## src/rtl/stq_pkg.sv

```systemverilog
// stq_pkg: shared types and constants of the sorted timeout queue
// holds item codes, cell control struct and state encoding
// no dependencies
`default_nettype none

package stq_pkg;

    // table size default and field widths
    localparam int DEF_ENTRIES = 16;
    localparam int DL_W        = 32;
    localparam int ID_W        = 4;
    localparam int TICK_W      = 64;

    // tick-done mark period and its residue counter width
    localparam int LOAD_PERIOD = 125;
    localparam int MOD_W       = $clog2(LOAD_PERIOD);

    // stream widths
    localparam int S_TDATA_W = 40;
    localparam int M_TDATA_W = 72;
    localparam int M_PAD_W   = M_TDATA_W - (ID_W + 1 + TICK_W + 1);

    // input item function codes
    localparam logic FUNC_TICK = 1'b0;
    localparam logic FUNC_SET  = 1'b1;

    // result kind codes
    typedef enum logic [1:0] {
        KIND_SET    = 2'd0,
        KIND_EXPIRY = 2'd1,
        KIND_TICK   = 2'd2
    } t_kind;

    // sequencer states
    typedef enum logic [1:0] {
        ST_IDLE,
        ST_SCAN,
        ST_REPLY,
        ST_POP
    } t_state;

    // operation broadcast to every cell
    typedef enum logic [1:0] {
        CELL_HOLD,
        CELL_EVAL,
        CELL_INSERT,
        CELL_POP
    } t_cell_op;

    typedef struct packed {
        t_cell_op              op;
        logic [ID_W-1:0]       new_id;
        logic [DL_W-1:0]       new_deadline;
        logic [DL_W-1:0]       now;
        logic [DL_W-1:0]       new_dist;
    } t_cell_ctrl;

endpackage

`default_nettype wire

```

## src/rtl/stq_cell.sv

```systemverilog
// stq_cell: one slot of the sorted timeout chain
// holds a deadline and id, compares against a broadcast request and
// passes prefix flags to its right neighbor; depends on stq_pkg
`default_nettype none

module stq_cell (
    input  wire logic                     i_clk,
    input  wire logic                     i_rst_n,
    input  wire stq_pkg::t_cell_ctrl      i_ctrl,
    input  wire logic                     i_occ,
    input  wire logic                     i_tail,
    input  wire logic [stq_pkg::DL_W-1:0] i_left_deadline,
    input  wire logic [stq_pkg::ID_W-1:0] i_left_id,
    input  wire logic                     i_left_pre,
    input  wire logic                     i_left_any,
    input  wire logic [stq_pkg::DL_W-1:0] i_right_deadline,
    input  wire logic [stq_pkg::ID_W-1:0] i_right_id,
    output logic      [stq_pkg::DL_W-1:0] o_deadline,
    output logic      [stq_pkg::ID_W-1:0] o_id,
    output logic                          o_pre,
    output logic                          o_any
);
    import stq_pkg::*;

    logic [DL_W-1:0] r_deadline;
    logic [ID_W-1:0] r_id;
    logic            r_ge;
    logic            r_match;
    logic            r_pre;
    logic            r_any;

    logic [DL_W-1:0] w_dist;
    logic            w_ge;
    logic            w_match;

    // distance of the stored deadline from the current low count
    assign w_dist  = r_deadline - i_ctrl.now;
    assign w_ge    = i_occ && (i_ctrl.new_dist <= w_dist);
    assign w_match = i_occ && (r_id == i_ctrl.new_id);

    // compare flags and their ripple from the left, one cell per cycle
    always_ff @(posedge i_clk) begin
        if (!i_rst_n) begin
            r_ge    <= 1'b0;
            r_match <= 1'b0;
            r_pre   <= 1'b0;
            r_any   <= 1'b0;
        end else if (i_ctrl.op == CELL_EVAL) begin
            r_ge    <= w_ge;
            r_match <= w_match;
            r_pre   <= 1'b0;
            r_any   <= 1'b0;
        end else begin
            r_pre   <= i_left_pre;
            r_any   <= i_left_any;
        end
    end

    // slot contents: shift right on insert, shift left on pop
    always_ff @(posedge i_clk) begin
        unique case (i_ctrl.op)
            CELL_INSERT: begin
                if (i_occ || i_tail) begin
                    if (r_pre) begin
                        r_deadline <= i_left_deadline;
                        r_id       <= i_left_id;
                    end else if (r_ge || i_tail) begin
                        r_deadline <= i_ctrl.new_deadline;
                        r_id       <= i_ctrl.new_id;
                    end
                end
            end
            CELL_POP: begin
                r_deadline <= i_right_deadline;
                r_id       <= i_right_id;
            end
            default: begin
            end
        endcase
    end

    assign o_deadline = r_deadline;
    assign o_id       = r_id;
    assign o_pre      = r_pre | r_ge;
    assign o_any      = r_any | r_match;

endmodule

`default_nettype wire

```

## src/rtl/sorted_timeout_queue_unit.sv

```systemverilog
// sorted_timeout_queue_unit: top level of the sorted timeout queue
// sequencer, tick counter and result register around a chain of stq_cell
// depends on stq_pkg and stq_cell
//
//  port group  | dir | tdata (low bit up)                          | tuser | tlast
//  ------------+-----+---------------------------------------------+-------+------
//  i_s_*       | in  | has_target, timer_id, deadline, zero pad    | func  | -
//  o_m_*       | out | timer_id_res, accepted, tick_count,         | kind  | last
//              |     | load_mark, zero pad                         |       |
//
// a set item runs from accept to the next accept through these steps: compares
// in every cell, the position and duplicate flags rippling down the chain, one
// commit step, then the idle state that takes the next item. a tick item pops
// one expiry per head compare while the head is due, then sends its tick result.
// reset is synchronous active low, clears the count, tick counter and flags.
// a stalled result register holds the sequencer in place until it drains.
`default_nettype none

module sorted_timeout_queue_unit #(
    parameter int ENTRIES = stq_pkg::DEF_ENTRIES
) (
    input  wire logic                          i_clk,
    input  wire logic                          i_rst_n,
    // has_target[0], timer_id[4:1], deadline[36:5], zero pad
    input  wire logic [stq_pkg::S_TDATA_W-1:0] i_s_tdata,
    // func[0]
    input  wire logic                          i_s_tuser,
    input  wire logic                          i_s_tvalid,
    output logic                               o_s_tready,
    // timer_id_res[3:0], accepted[4], tick_count[68:5], load_mark[69], zero pad
    output logic      [stq_pkg::M_TDATA_W-1:0] o_m_tdata,
    // kind[1:0]
    output logic      [1:0]                    o_m_tuser,
    output logic                               o_m_tlast,
    output logic                               o_m_tvalid,
    input  wire logic                          i_m_tready
);
    import stq_pkg::*;

    localparam int CNT_W  = $clog2(ENTRIES + 1);
    localparam int SCAN_W = $clog2(ENTRIES);
    localparam logic [SCAN_W-1:0] SCAN_LAST = SCAN_W'(ENTRIES - 1);
    localparam logic [CNT_W-1:0]  FULL_CNT  = CNT_W'(ENTRIES);

    // sequencer and table state
    t_state              r_state, n_state;
    logic [SCAN_W-1:0]   r_scan;
    logic [CNT_W-1:0]    r_count;
    logic [TICK_W-1:0]   r_tick;
    logic [MOD_W-1:0]    r_mod;

    // captured set request
    logic                r_has_target;
    logic [ID_W-1:0]     r_new_id;
    logic [DL_W-1:0]     r_new_dl;
    logic [DL_W-1:0]     r_new_dist;

    // result register
    logic                r_m_valid;
    t_kind               r_m_kind;
    logic [ID_W-1:0]     r_m_id;
    logic                r_m_acc;
    logic [TICK_W-1:0]   r_m_tick;
    logic                r_m_mark;
    logic                r_m_last;

    // chain wiring
    logic [DL_W-1:0]     w_deadline [ENTRIES];
    logic [ID_W-1:0]     w_id       [ENTRIES];
    logic [ENTRIES-1:0]  w_pre;
    logic [ENTRIES-1:0]  w_any;
    t_cell_ctrl          w_ctrl;

    // decoded input item
    logic                w_s_accept;
    logic                w_in_has_target;
    logic [ID_W-1:0]     w_in_id;
    logic [DL_W-1:0]     w_in_dl;

    // sequencer outputs
    logic                w_slot_free;
    logic                w_ok;
    logic                w_head_hit;
    logic                w_emit;
    t_kind               w_e_kind;
    logic [ID_W-1:0]     w_e_id;
    logic                w_e_acc;
    logic                w_e_mark;
    logic                w_e_last;
    t_cell_op            w_op;
    logic                w_cnt_inc;
    logic                w_cnt_dec;

    assign w_in_has_target = i_s_tdata[0];
    assign w_in_id         = i_s_tdata[ID_W:1];
    assign w_in_dl         = i_s_tdata[ID_W+DL_W:ID_W+1];
    assign w_s_accept      = i_s_tvalid && o_s_tready;

    assign w_slot_free = !r_m_valid || i_m_tready;
    assign w_ok        = r_has_target && (r_count != FULL_CNT) && !w_any[ENTRIES-1];
    assign w_head_hit  = (r_count != '0) && (w_deadline[0] == r_tick[DL_W-1:0]);

    // broadcast to the cells
    assign w_ctrl.op           = w_op;
    assign w_ctrl.new_id       = r_new_id;
    assign w_ctrl.new_deadline = r_new_dl;
    assign w_ctrl.now          = r_tick[DL_W-1:0];
    assign w_ctrl.new_dist     = r_new_dist;

    // chain of cells
    for (genvar gi = 0; gi < ENTRIES; gi++) begin : g_cell
        logic [DL_W-1:0] w_l_dl, w_r_dl;
        logic [ID_W-1:0] w_l_id, w_r_id;
        logic            w_l_pre, w_l_any;

        if (gi == 0) begin : g_first
            assign w_l_dl  = '0;
            assign w_l_id  = '0;
            assign w_l_pre = 1'b0;
            assign w_l_any = 1'b0;
        end else begin : g_mid
            assign w_l_dl  = w_deadline[gi-1];
            assign w_l_id  = w_id[gi-1];
            assign w_l_pre = w_pre[gi-1];
            assign w_l_any = w_any[gi-1];
        end

        if (gi == ENTRIES - 1) begin : g_last
            assign w_r_dl = '0;
            assign w_r_id = '0;
        end else begin : g_inner
            assign w_r_dl = w_deadline[gi+1];
            assign w_r_id = w_id[gi+1];
        end

        stq_cell u_cell (
            .i_clk            (i_clk),
            .i_rst_n          (i_rst_n),
            .i_ctrl           (w_ctrl),
            .i_occ            (CNT_W'(gi) < r_count),
            .i_tail           (CNT_W'(gi) == r_count),
            .i_left_deadline  (w_l_dl),
            .i_left_id        (w_l_id),
            .i_left_pre       (w_l_pre),
            .i_left_any       (w_l_any),
            .i_right_deadline (w_r_dl),
            .i_right_id       (w_r_id),
            .o_deadline       (w_deadline[gi]),
            .o_id             (w_id[gi]),
            .o_pre            (w_pre[gi]),
            .o_any            (w_any[gi])
        );
    end

    // next state
    always_comb begin
        n_state = r_state;
        unique case (r_state)
            ST_IDLE: begin
                if (w_s_accept) begin
                    n_state = (i_s_tuser == FUNC_SET) ? ST_SCAN : ST_POP;
                end
            end
            ST_SCAN: begin
                if (r_scan == SCAN_LAST) n_state = ST_REPLY;
            end
            ST_REPLY: begin
                if (w_slot_free) n_state = ST_IDLE;
            end
            ST_POP: begin
                if (w_slot_free && !w_head_hit) n_state = ST_IDLE;
            end
            default: n_state = ST_IDLE;
        endcase
    end

    // sequencer outputs
    always_comb begin
        o_s_tready = 1'b0;
        w_emit     = 1'b0;
        w_e_kind   = KIND_TICK;
        w_e_id     = '0;
        w_e_acc    = 1'b0;
        w_e_mark   = 1'b0;
        w_e_last   = 1'b0;
        w_op       = CELL_HOLD;
        w_cnt_inc  = 1'b0;
        w_cnt_dec  = 1'b0;
        unique case (r_state)
            ST_IDLE: begin
                o_s_tready = 1'b1;
            end
            ST_SCAN: begin
                if (r_scan == '0) w_op = CELL_EVAL;
            end
            ST_REPLY: begin
                if (w_slot_free) begin
                    w_emit    = 1'b1;
                    w_e_kind  = KIND_SET;
                    w_e_id    = r_new_id;
                    w_e_acc   = w_ok;
                    w_e_last  = 1'b1;
                    w_op      = w_ok ? CELL_INSERT : CELL_HOLD;
                    w_cnt_inc = w_ok;
                end
            end
            ST_POP: begin
                if (w_slot_free) begin
                    w_emit = 1'b1;
                    if (w_head_hit) begin
                        w_e_kind  = KIND_EXPIRY;
                        w_e_id    = w_id[0];
                        w_op      = CELL_POP;
                        w_cnt_dec = 1'b1;
                    end else begin
                        w_e_kind = KIND_TICK;
                        w_e_mark = (r_mod == '0);
                        w_e_last = 1'b1;
                    end
                end
            end
            default: begin
            end
        endcase
    end

    // control registers
    always_ff @(posedge i_clk) begin
        if (!i_rst_n) begin
            r_state   <= ST_IDLE;
            r_scan    <= '0;
            r_count   <= '0;
            r_tick    <= '0;
            r_mod     <= '0;
            r_m_valid <= 1'b0;
        end else begin
            r_state <= n_state;

            // scan step counter
            if (w_s_accept) begin
                r_scan <= '0;
            end else if (r_state == ST_SCAN) begin
                r_scan <= r_scan + 1'b1;
            end

            // pending count
            if (w_cnt_inc) begin
                r_count <= r_count + 1'b1;
            end else if (w_cnt_dec) begin
                r_count <= r_count - 1'b1;
            end

            // tick counter and its residue modulo the load period
            if (w_s_accept && (i_s_tuser == FUNC_TICK)) begin
                r_tick <= r_tick + 1'b1;
                if (r_tick[DL_W-1:0] == '1) begin
                    r_mod <= '0;
                end else if (r_mod == MOD_W'(LOAD_PERIOD - 1)) begin
                    r_mod <= '0;
                end else begin
                    r_mod <= r_mod + 1'b1;
                end
            end

            // result register valid
            if (w_emit) begin
                r_m_valid <= 1'b1;
            end else if (i_m_tready) begin
                r_m_valid <= 1'b0;
            end
        end
    end

    // payload registers
    always_ff @(posedge i_clk) begin
        if (w_s_accept) begin
            r_has_target <= w_in_has_target;
            r_new_id     <= w_in_id;
            r_new_dl     <= w_in_dl;
            r_new_dist   <= w_in_dl - r_tick[DL_W-1:0];
        end
        if (w_emit) begin
            r_m_kind <= w_e_kind;
            r_m_id   <= w_e_id;
            r_m_acc  <= w_e_acc;
            r_m_tick <= r_tick;
            r_m_mark <= w_e_mark;
            r_m_last <= w_e_last;
        end
    end

    assign o_m_tvalid = r_m_valid;
    assign o_m_tdata  = {{M_PAD_W{1'b0}}, r_m_mark, r_m_tick, r_m_acc, r_m_id};
    assign o_m_tuser  = r_m_kind;
    assign o_m_tlast  = r_m_last;

    // pending count stays within the table
    a_count_range: assert property (@(posedge i_clk) disable iff (!i_rst_n)
        r_count <= FULL_CNT)
        else $error("pending count exceeds table size");

    // an accepted set grows the table by exactly one
    a_insert_grows: assert property (@(posedge i_clk) disable iff (!i_rst_n)
        (w_emit && w_e_kind == KIND_SET && w_e_acc) |=> r_count == $past(r_count) + 1'b1)
        else $error("accepted set did not add an entry");

    // an expiry removes exactly one entry
    a_pop_shrinks: assert property (@(posedge i_clk) disable iff (!i_rst_n)
        (w_emit && w_e_kind == KIND_EXPIRY) |=> r_count == $past(r_count) - 1'b1)
        else $error("expiry did not remove an entry");

    // expiry notices are never the final result of an item
    a_expiry_not_last: assert property (@(posedge i_clk) disable iff (!i_rst_n)
        (o_m_tvalid && o_m_tuser == KIND_EXPIRY) |-> !o_m_tlast)
        else $error("expiry notice marked last");

    // no new item is taken while a set or a tick is being resolved
    a_busy_no_accept: assert property (@(posedge i_clk) disable iff (!i_rst_n)
        (r_state == ST_SCAN || r_state == ST_REPLY || r_state == ST_POP) |-> !o_s_tready)
        else $error("input ready while busy");

endmodule

`default_nettype wire

```

## config.mk

```make
export PLATFORM = sky130hd
export DESIGN_NAME = sorted_timeout_queue_unit
export DESIGN_NICKNAME = d
export VERILOG_FILES = /design/src/rtl/stq_pkg.sv /design/src/rtl/stq_cell.sv /design/src/rtl/sorted_timeout_queue_unit.sv
export SDC_FILE = /design/constraint.sdc
export NUM_CORES = 2
export LEC_CHECK = 0
export BUFFER_PORTS_ARGS = -buffer_cell sky130_fd_sc_hd__clkbuf_2
export CAP_MARGIN = 25
export CELL_PAD_IN_SITES_DETAIL_PLACEMENT = 1
export CELL_PAD_IN_SITES_GLOBAL_PLACEMENT = 1
export CORE_MARGIN = 1
export CORE_UTILIZATION = 51
export DETAILED_ROUTE_END_ITERATION = 6
export PLACE_DENSITY = 0.89
export SLEW_MARGIN = 0
export SYNTH_ARGS = -nofsm -noshare
export SYNTH_HDL_FRONTEND = slang
export SYNTH_SLANG_ARGS = --single-unit
```

## constraint.sdc

```tcl
create_clock -name i_clk -period 10.56 [get_ports i_clk]
set_clock_uncertainty 0.2 [all_clocks]
set_input_delay 2.64 -clock i_clk [delete_from_list [all_inputs] [get_ports i_clk]]
set_output_delay 2.64 -clock i_clk [all_outputs]
set_load 0.03 [all_outputs]
```

==> metrics.cfg <==
[status]
outcome = finished, final reports clean

[cts]
cts_buffers = 100
cts_setup_buffers = 0
cts_hold_buffers = 0
clock_latency_ns = 0.75
cts_tree = yes
clk_pin_slew_ns = 0.06
clockRootBuffer = clkbuf_16
ctsResizeCount = 0
cts_sinks = 863
clockBufferDepth = 3
htree_levels = 3

[yosys]
yosysTopAreaCell = edfxtp_1
yosys_warnings = 0
synth_area_per_cell_um2 = 9.198
synthCells = 8273
synthArstFlopShare_pct = 0
synth_edf_count = 718
synth_cell_type_count = 115
synth-seq-cells = 863
ys_seq_area_share_pct = 32.15
ys.flop_type = edfxtp_1
synth.area.top_cells = edfxtp_1 (28%), ha_1 (17%), mux2i_1 (7.1%)
netlist.area_leader.share_pct = 28.33
syn_area_um2 = 76100

[worst_setup_path]
criticalPathCategory = reg2reg
end_kind = register
start_kind = register
cp.arrival_ns = 6.79
reg2regPathDepth = 22
r2r_slack_ns = 4.23
cp_max_fo = 18
cp.required_ns = 11.02

[sta]
setup_viol = 0
holdWs_ns = 0.2396
period_needed_ns = 6.326
slew_violations = 0
setup_tns_ns = 0
hold_viol_final = 0
relSlewSlack_pct = 22.62
tightest_slew_ns = 1.157
max_clock_freq_ghz = 0.1581
period_share_pct = 59.90
rsz0062_at_grt = no

[global_routing]
met2_usage_pct = 59.83
grt_max_degree = 244
grt_pass1_vias = 71790
track_usage_pct = 34.88
grt_pass1_wl_mm = 412.7
grtUsageMet1_pct = 42.47
gr-max-usage-layer = met2
grt.met3_usage_pct = 3.901
antenna_found_initial = 2
overflow = 0

[floorplanning]
pin_count = 122
initial_core_util_pct = 51.47
die_h_um = 388.3
core_area_um2 = 147800
fp.dieW_um = 388.3
die_area_um2 = 150800
rows = 141

[placed_design]
place.port_buffers = 116
routabilityCongestion = 0.9787
dpl.hpwl_mm = 208.4

[layout]
drive_gt1_share_pct = 6.589
fin_nets = 9446
area_growth_syn_to_layout_pct = 8.991
layout_common_cells = ha_1 (1049), nand2_1 (943), o21ai_0 (859), edfxtp_1 (718), mux2i_1 (543)
fillers = 16800
insertedDiodeCount = 0
final_common_cell = ha_1

[power]
intPower_w = 0.006610
swShare_pct = 28.64
powerDensity_nw_per_um2 = 111.7
peakVddDrop_mv = 0.1431
p_seq_share_pct = 42.3
pwr-share-comb_pct = 15.4
clockPowerShare_pct = 42.3
p_leak_nw = 31.53
switching_power_w = 0.002652

[hold_path]
worstHoldPathType = reg2reg
min_path_cells = 2

[drt]
viasPerCell = 6.513
drcViolationCount = 0
drt_iter0_markers = 5414
ant_nets = 0
routed_wl_mm = 269.4
drtPass1Iterations = 5
wire_per_inst_um = 26.02
vias = 67420

[flow_run]
cap_violations = 0

==> worst max-delay path, stage by stage (launching register included) <==
cell	delay, ns
dfxtp_1	0.35
buf_4	0.25
ha_1	0.30
fa_1	0.42
nor2b_1	0.21
o31ai_1	0.18
a211oi_1	0.63
o2111ai_1	0.29
o21ai_0	0.49
a21o_1	0.19
a21oi_1	0.11
o31ai_1	0.39
a21oi_1	0.15
xor2_1	0.17
ha_1	0.19
a21o_1	0.16
a21o_1	0.18
a21oi_1	0.18
o21ai_0	0.20
a221oi_1	0.26
a31oi_1	0.17
or3_1	0.40
a21oi_1	0.14
==> registers in the layout, indices dropped and copies added, names as in the netlist, 2 cells and up <==
signal,flops
r_new_dist,32
r_m_tick,64
o_m_tuser,2
r_new_dl,32
g_cell.u_cell.o_deadline,512
g_cell.u_cell.r_ge,16
r_m_id,4
r_tick,64
r_state,2
g_cell.u_cell.r_pre,15
g_cell.u_cell.r_any,15
r_mod,7
r_scan,4
r_count,5
g_cell.u_cell.o_id,64
g_cell.u_cell.r_match,16
r_new_id,4
==> Yosys cell counts (14+ instances only) <==
master and n:
nand2_1 944, a21boi_0 15, fa_1 17, a2111oi_0 16
nor3_1 105, nor2b_1 118, xor2_1 267, nand3_1 140
o31ai_1 26, o21ai_0 859, a211o_1 18, nor4_1 38
or3_1 54, mux2i_1 543, o211ai_1 24, dfxtp_1 145
a211oi_1 36, o21bai_1 51, o21ai_1 20, clkbuf_1 210
a21oi_1 533, nand2b_1 145, and2_1 26, and4_1 16
inv_1 207, nand4_1 180, edfxtp_1 718, ha_1 1049
or2_2 21, buf_2 74, a21o_1 403, and3_1 65
o31a_1 14, xnor2_1 312, nor2_1 488, a31oi_1 56
o21a_1 89
==> worst paths after layout <==
kind                            from                      end
min          g_cell[11].u_cell.r_any  g_cell[12].u_cell.r_any
min reg2reg  g_cell[11].u_cell.r_any  g_cell[12].u_cell.r_any
max                        r_tick[0]    g_cell[8].u_cell.r_ge
max reg2reg                r_tick[0]    g_cell[8].u_cell.r_ge
==> cell families (layout without fill, tap and decap cells) <==
group	Yosys count	count (layout)	share of synthesized area [%]
XOR/XNOR	579	579	6.664
adder cells (fa/ha/maj)	1066	1066	17.70
other	1	2	0.004928
AND/OR/NAND/NOR	2390	2390	14.78
flip-flops	863	863	32.15
multiplexers	544	544	7.157
AO/OA/AOI/OAI	2329	2329	18.93
buffers and inverters	501	650	2.623
==> power by group through the flow <==
stage                     clock network, W  logic, W  registers [W]
final                              0.00392   0.00143        0.00392
after global routing               0.00405   0.00156        0.00392
after CTS                          0.00394   0.00141        0.00391
after detailed placement                 0   0.00138        0.00398
after global placement                   0   0.00128        0.00397
after floorplan                          0  0.000855        0.00399
==> cell type report <==
cell class | instances | area [um2] | area share [%]
timing repair buffer | 253 | 1732 | 2.088
sequential | 863 | 24480 | 29.52
inverter | 207 | 780.7 | 0.9414
clock buffer | 121 | 2733 | 3.295
multi-input combinational | 6910 | 49880 | 60.14
clock inverter | 69 | 918.4 | 1.107
tap | 1930 | 2415 | 2.912
==> metal layers <==
metal,vias up,part of all wire (%)
met5,-,0.0078
li1,30800,-
met3,639,6.0
met2,2302,48
met1,33680,40
met4,4,5.8
==> metrics by stage <==
step	instance area [um2]	std cells	worst slack, ns	power (W)	utilization (%)
6_report	82940	10350	4.234	0.009262	56.10
5_1_grt	82940	10350	4.078	0.009530	56.10
4_1_cts	82810	10350	4.384	0.009262	56.01
3_5_place_dp	79160	10160	3.791	0.005366	53.54
3_3_place_gp	79130	10150	3.977	0.005255	53.52
2_1_floorplan	76100	8274	2.355	0.004850	-
Power figures use the tool's default switching activity.
